## config.mk

```make
export PLATFORM = sky130hd
export DESIGN_NAME = cutt_cell
export DESIGN_NICKNAME = d
export VERILOG_FILES = /design/src/cutt_pkg.sv /design/src/cutt_cell.sv
export SDC_FILE = /design/constraint.sdc
export NUM_CORES = 1
export LEC_CHECK = 0
export ABC_AREA = 1
export BUFFER_PORTS_ARGS = -buffer_cell sky130_fd_sc_hd__buf_2
export CAP_MARGIN = 20
export CORE_ASPECT_RATIO = 0.7
export CORE_MARGIN = 2
export CORE_UTILIZATION = 25
export CTS_BUF_LIST = sky130_fd_sc_hd__clkbuf_8
export DETAILED_ROUTE_END_ITERATION = 7
export REMOVE_ABC_BUFFERS = 1
export SETUP_SLACK_MARGIN = 0.05
export SLEW_MARGIN = 20
export SYNTH_ARGS = -nofsm -noshare
export SYNTH_HDL_FRONTEND = slang
export SYNTH_SLANG_ARGS = --single-unit
```

## constraint.sdc

```tcl
create_clock -name clock -period 8.25 [get_ports clock]
set_clock_uncertainty 0.15 [all_clocks]
set_input_delay 1.2375 -clock clock [delete_from_list [all_inputs] [get_ports clock]]
set_output_delay 1.2375 -clock clock [all_outputs]
set_load 0.01 [all_outputs]
```

## src/cutt_pkg.sv

```systemverilog
`default_nettype none
// ----------------------------------------------------------------------------
// cutt_pkg: shared types, codes and helpers of the card user table
// Item layouts, account and material codes, register indexes, the token that
// walks the cell chain, and the UID compare and tally increment helpers.
// ----------------------------------------------------------------------------
package cutt_pkg;

   localparam int UID_W      = 56;
   localparam int LEN_W      = 3;
   localparam int MAT_W      = 3;
   localparam int KIND_W     = 3;
   localparam int SLOT_W     = 5;
   localparam int TALLY_W    = 32;
   localparam int CSR_IDX_W  = 2;
   // table index and fill count cover the largest table size (256 users)
   localparam int SLOT_IDX_W = 8;
   localparam int CNT_W      = 9;

   // account kinds
   localparam logic [KIND_W-1:0] KIND_USER   = 3'd0;
   localparam logic [KIND_W-1:0] KIND_GUEST  = 3'd1;
   localparam logic [KIND_W-1:0] KIND_CLEAR  = 3'd2;
   localparam logic [KIND_W-1:0] KIND_MASTER = 3'd3;
   localparam logic [KIND_W-1:0] KIND_TOTAL  = 3'd4;

   // material codes
   localparam logic [MAT_W-1:0] MAT_NONE    = 3'd0;
   localparam logic [MAT_W-1:0] MAT_GLASS   = 3'd1;
   localparam logic [MAT_W-1:0] MAT_METAL   = 3'd2;
   localparam logic [MAT_W-1:0] MAT_PLASTIC = 3'd3;
   localparam logic [MAT_W-1:0] MAT_CUP     = 3'd4;

   // register indexes
   localparam logic [CSR_IDX_W-1:0] CSR_CLEAR_UID      = 2'd0;
   localparam logic [CSR_IDX_W-1:0] CSR_CLEAR_UID_LEN  = 2'd1;
   localparam logic [CSR_IDX_W-1:0] CSR_MASTER_UID     = 2'd2;
   localparam logic [CSR_IDX_W-1:0] CSR_MASTER_UID_LEN = 2'd3;

   // register reset values
   localparam logic [UID_W-1:0] CLEAR_UID_RST      = 56'h0000001E2EA932;
   localparam logic [LEN_W-1:0] CLEAR_UID_LEN_RST  = 3'd4;
   localparam logic [UID_W-1:0] MASTER_UID_RST     = 56'h805AE5C2547904;
   localparam logic [LEN_W-1:0] MASTER_UID_LEN_RST = 3'd7;

   typedef struct packed {
      logic             has_card;
      logic [UID_W-1:0] card_uid;
      logic [LEN_W-1:0] card_uid_len;
      logic [MAT_W-1:0] material;
   } req_type;

   typedef struct packed {
      logic [KIND_W-1:0] account_kind;
      logic [SLOT_W-1:0] user_slot;
      logic              newly_enrolled;
      logic              counted;
      logic [7:0]        plastic_tally;
      logic [7:0]        metal_tally;
      logic [7:0]        glass_tally;
      logic [7:0]        cup_tally;
      logic              last_result;
   } rsp_type;

   // lookup token handed from cell to cell
   typedef struct packed {
      logic                  vld;
      logic [UID_W-1:0]      uid;
      logic [LEN_W-1:0]      len;
      logic [MAT_W-1:0]      mat;
      logic                  found;
      logic                  enrolled;
      logic [SLOT_IDX_W-1:0] slot;
      logic [TALLY_W-1:0]    tally;
   } token_type;

   typedef enum logic [2:0] {
      ST_IDLE,
      ST_CHECK,
      ST_SCAN,
      ST_EMIT0,
      ST_EMIT1
   } state_type;

   // keep the bytes below the UID length
   function automatic logic [UID_W-1:0] len_mask(input logic [LEN_W-1:0] len);
      logic [UID_W-1:0] m;
      m = '0;
      for (int b = 0; b < UID_W / 8; b++) begin
         if (LEN_W'(b) < len) begin
            m[8*b +: 8] = 8'hFF;
         end
      end
      return m;
   endfunction

   function automatic logic uid_match(input logic [UID_W-1:0] a,
                                      input logic [LEN_W-1:0] alen,
                                      input logic [UID_W-1:0] b,
                                      input logic [LEN_W-1:0] blen);
      return (alen == blen) && (((a ^ b) & len_mask(alen)) == '0);
   endfunction

   function automatic logic mat_counts(input logic [MAT_W-1:0] mat);
      return (mat == MAT_GLASS) || (mat == MAT_METAL) ||
             (mat == MAT_PLASTIC) || (mat == MAT_CUP);
   endfunction

   // add one to the byte counter of the material, wrapping at 8 bits
   function automatic logic [TALLY_W-1:0] tally_bump(input logic [TALLY_W-1:0] t,
                                                     input logic [MAT_W-1:0] mat);
      logic [TALLY_W-1:0] r;
      r = t;
      case (mat)
         MAT_PLASTIC: r[7:0]   = t[7:0]   + 8'd1;
         MAT_METAL:   r[15:8]  = t[15:8]  + 8'd1;
         MAT_GLASS:   r[23:16] = t[23:16] + 8'd1;
         MAT_CUP:     r[31:24] = t[31:24] + 8'd1;
         default:     r = t;
      endcase
      return r;
   endfunction

   function automatic rsp_type make_rsp(input logic [KIND_W-1:0] kind,
                                        input logic [SLOT_W-1:0] slot,
                                        input logic enrolled,
                                        input logic counted,
                                        input logic [TALLY_W-1:0] tally,
                                        input logic last);
      rsp_type r;
      r.account_kind   = kind;
      r.user_slot      = slot;
      r.newly_enrolled = enrolled;
      r.counted        = counted;
      r.plastic_tally  = tally[7:0];
      r.metal_tally    = tally[15:8];
      r.glass_tally    = tally[23:16];
      r.cup_tally      = tally[31:24];
      r.last_result    = last;
      return r;
   endfunction

endpackage
`default_nettype wire

```

## src/cutt_cell.sv

```systemverilog
`default_nettype none
// ----------------------------------------------------------------------------
// cutt_cell: one user table entry
// Holds one UID, its length and its tally word. Checks the passing token,
// bumps its tally on a hit, takes the UID when it is the next free entry,
// and registers the token before handing it on.
// ----------------------------------------------------------------------------
module cutt_cell #(
   parameter int INDEX = 0
) (
   input  wire logic                    clock,
   input  wire logic                    reset,
   input  wire logic [cutt_pkg::CNT_W-1:0] count_i,
   input  wire cutt_pkg::token_type     tok_i,
   output cutt_pkg::token_type          tok_o
);
   import cutt_pkg::*;

   localparam logic [CNT_W-1:0]      IDX_CNT  = CNT_W'(INDEX);
   localparam logic [SLOT_IDX_W-1:0] IDX_SLOT = SLOT_IDX_W'(INDEX);

   logic [UID_W-1:0]   uid_ff, uid_in;
   logic [LEN_W-1:0]   len_ff, len_in;
   logic [TALLY_W-1:0] tally_ff, tally_in;
   token_type          tok_ff, tok_in;
   logic               hit, take;

   // match against the entry, or enroll into it when it is the first free one
   always_comb begin
      uid_in   = uid_ff;
      len_in   = len_ff;
      tally_in = tally_ff;
      tok_in   = tok_i;
      hit  = tok_i.vld && !tok_i.found && (IDX_CNT < count_i) &&
             uid_match(tok_i.uid, tok_i.len, uid_ff, len_ff);
      take = tok_i.vld && !tok_i.found && (IDX_CNT == count_i);
      if (hit) begin
         tally_in     = tally_bump(tally_ff, tok_i.mat);
         tok_in.found = 1'b1;
         tok_in.slot  = IDX_SLOT;
         tok_in.tally = tally_in;
      end else if (take) begin
         uid_in          = tok_i.uid & len_mask(tok_i.len);
         len_in          = tok_i.len;
         tally_in        = tally_bump('0, tok_i.mat);
         tok_in.found    = 1'b1;
         tok_in.enrolled = 1'b1;
         tok_in.slot     = IDX_SLOT;
         tok_in.tally    = tally_in;
      end
   end

   // hold the entry
   always_ff @(posedge clock) begin
      uid_ff   <= uid_in;
      len_ff   <= len_in;
      tally_ff <= tally_in;
   end

   // advance the token
   always_ff @(posedge clock) begin
      if (reset) begin
         tok_ff <= '0;
      end else begin
         tok_ff <= tok_in;
      end
   end

   assign tok_o = tok_ff;

endmodule
`default_nettype wire

```

==> out/metrics.yaml <==
dr.pass1.iters: 4
path_cells: "buf_2, inv_2, nand2_2, clkinv_1, a21oi_1, nor2_1, nand2_1, nor3_1, nand2_1, nand2_1, buf_4"
path_common_cell: "nand2_1"
synth_area_leaders: "edfxtp_1, dfxtp_1, nand2_1"
finalNetCount: 1405
antenna_left: 0
tightestPinTransition_ns: 1.05
vias: 7129
synth.distinct_cells: 30
rsz0062_at_grt: "false"
cts_setup_buffers: 0
synth_common_cells: "nand2_1, inv_1, nor2_1, dfxtp_1, edfxtp_1"
die_y_um: 159
area_growth_pct: 22.8
postSynthCellCount: 1069
initial_core_util_pct: 25.6
cts_tree: "done"
netlist_area_um2: 8630
drv_cap: 0
p_int_w: 0.00134
num_rows: 56
synth_top_family_by_area: "simple AND/OR/NAND/NOR gates"
setup_violations: 0
ioPinCount: 221
drive_above_1_share_pct: 21.5
dpl_cell_area_um2: 10200
slowest_stage: "nand2_1"
yosysMostFrequentCell: "nand2_1"
min_path_type: "flip-flop to flip-flop"
via_per_inst: 4.04
synthAdderAreaFrac_pct: 0.580
critical_path_class: "input port to flip-flop"
stdcell_count: 1764
grt_overflow_total: 0
grt_use_total_pct: 12.9
placed_cells: 1730
endpoint_kind: "flip-flop"
power_switching_w: 0.000519
grt_max_degree: 67
outcome: "finished, final reports clean"
clock.fmax_ghz: 0.236
worstPathArrival_ns: 4.31
fin_area_um2: 10600
yosys_warnings: 0
die_x_um: 226
synth_compound_area_share_pct: 3.19
hpwlAfterDp_um: 16600
h-tree-depth: 4
synth_simple_gate_area_share_pct: 26.7
clock-sinks: 196
clk_pin_slew_worst_paths_ns: 0.10
routed_wl_um: 23000
fin_util_pct: 31.4
yosys.area.top_type_share_pct: 31.6
postCtsHoldBufs: 0
cp-startpoint: "tok_i[47]"
pwr-share-comb_pct: 9.1
first_global_vias: 6933
post_cts_resized: 0
relSlewSlack_pct: 29.7
fin_tns_setup_ns: 0
vdd_drop_max_uv: 75.4
synth_seq_cells: 196
p_leak_nw: 5.37
muxShareOfSynthArea_pct: 0
hold_viol: 0
gp_congestion: 0.761
yosysSeqAreaShare_pct: 56.0
cts-root-buf: "clkbuf_8"
slowest_delay_ns: 0.76
clock_latency_ns: 0.50
period_minus_slack_ns: 4.23
r2r_start: "uid_ff[37]"
synth_xor_area_share_pct: 3.14
critPathMaxFanout: 29
synth_edf_count: 91
holdWs_ns: 0.498
start_kind: "input port"
crit_required_ns: 8.33
cts_max_path_buffers: 2
synth_async_sr_flop_share_pct: 0
hold_start: "tally_ff[15]"
drv_slew: 0
power_density_nw_per_um2: 176
grt_pass1_wl_um: 36000
synth.largest_area_cell: "edfxtp_1"
place.port_buffers: 220
dieArea_um2: 36100
drcViolationCount: 0
core-area_um2: 33800
avgSynthCellArea_um2: 8.08
cp_top_family: "simple AND/OR/NAND/NOR gates"
antenna_found_initial: 2
numCtsBuffers: 17
worst-path-buf-inv: 4
drt_iter0_drc: 328
p_clk_share_pct: 34.7
ys.flop_type: "dfxtp_1"
wl_per_cell_um: 13.0
period_share_pct: 51.3
switching_share_pct: 27.9
p_seq_share_pct: 56.1
-- path summary, 6_finish.rpt --
path         slack [ns]      endpoint  cells after the start
min                0.50     tok_o[15]                      3
max                4.02  tally_ff[26]                     11
max reg2reg        4.93  tally_ff[26]                     12
min reg2reg        0.50     tok_o[15]                      3
-- cell type report --
type | count | area [um2]
fill | 3640 | 23200
sequential | 196 | 4830
multi-input combinational | 648 | 2900
timing repair buffer | 225 | 1140
inverter | 197 | 739
tap | 464 | 581
clock buffer | 18 | 248
clock inverter | 14 | 148
antenna | 2 | 5.00
-- worst min-delay path, cell delays in order, from the launching register on --
cell and delay [ns]:
edfxtp_1 0.36, xnor2_1 0.10, nand3_1 0.09, a21oi_1 0.06
-- metrics by stage --
step | power [W] | setup WS (ns)
after floorplan | 0.00115 | 4.30
after global placement | 0.00124 | 3.62
after detailed placement | 0.00124 | 3.43
after CTS | 0.00191 | 3.98
after global routing | 0.00195 | 3.76
final | 0.00186 | 4.02
-- power groups by stage --
stage / sequential (W) / combinational (W) / clock, W
3_5_place_dp: 0.00107 / 0.000172 / 0
4_1_cts: 0.00105 / 0.000173 / 0.000686
2_1_floorplan: 0.00108 / 0.0000660 / 0
5_1_grt: 0.00105 / 0.000193 / 0.000711
6_report: 0.00105 / 0.000170 / 0.000647
3_3_place_gp: 0.00107 / 0.000170 / 0
-- layout by cell type (no fill, tap or decap), types with 3 or more instances in the layout --
cell type	n
buf_2	219
nand2_1	266
a21oi_1	31
o21ai_0	18
ha_1	4
clkbuf_8	18
nor3_1	9
inv_1	185
nand3_1	75
inv_2	11
inv_8	5
inv_6	4
nor2_1	185
edfxtp_1	91
nand4_1	11
nor2_2	3
dfxtp_1	105
buf_4	6
o21ai_1	3
xor2_1	20
xnor2_1	11
-- flip-flops by register name, indices dropped and copies added (netlist names) --
| signal | flops |
|---|---|
| uid_ff | 56 |
| tally_ff | 32 |
| len_ff | 3 |
| tok_o | 105 |
-- kinds of logic (layout without fill, tap and decap cells) --
kind of cell / count (synthesis) / in the layout
adders and majority gates: 4 / 4
buffers and inverters: 225 / 454
and+or+nand+nor: 559 / 559
xor gates and xnor gates: 31 / 31
DFF: 196 / 196
AOI/OAI and AO/OA: 54 / 54
other: 0 / 2
-- routing by layer --
layer  routed length, um  track usage (%)  up-vias
met5                   0                0        -
met3                1040             3.73       21
met2               10700             21.0      128
met1               10900             16.5     3275
li1                    -                -     3705
met4                 345             4.01        0
No activity file was read; power rests on OpenSTA's default activity.
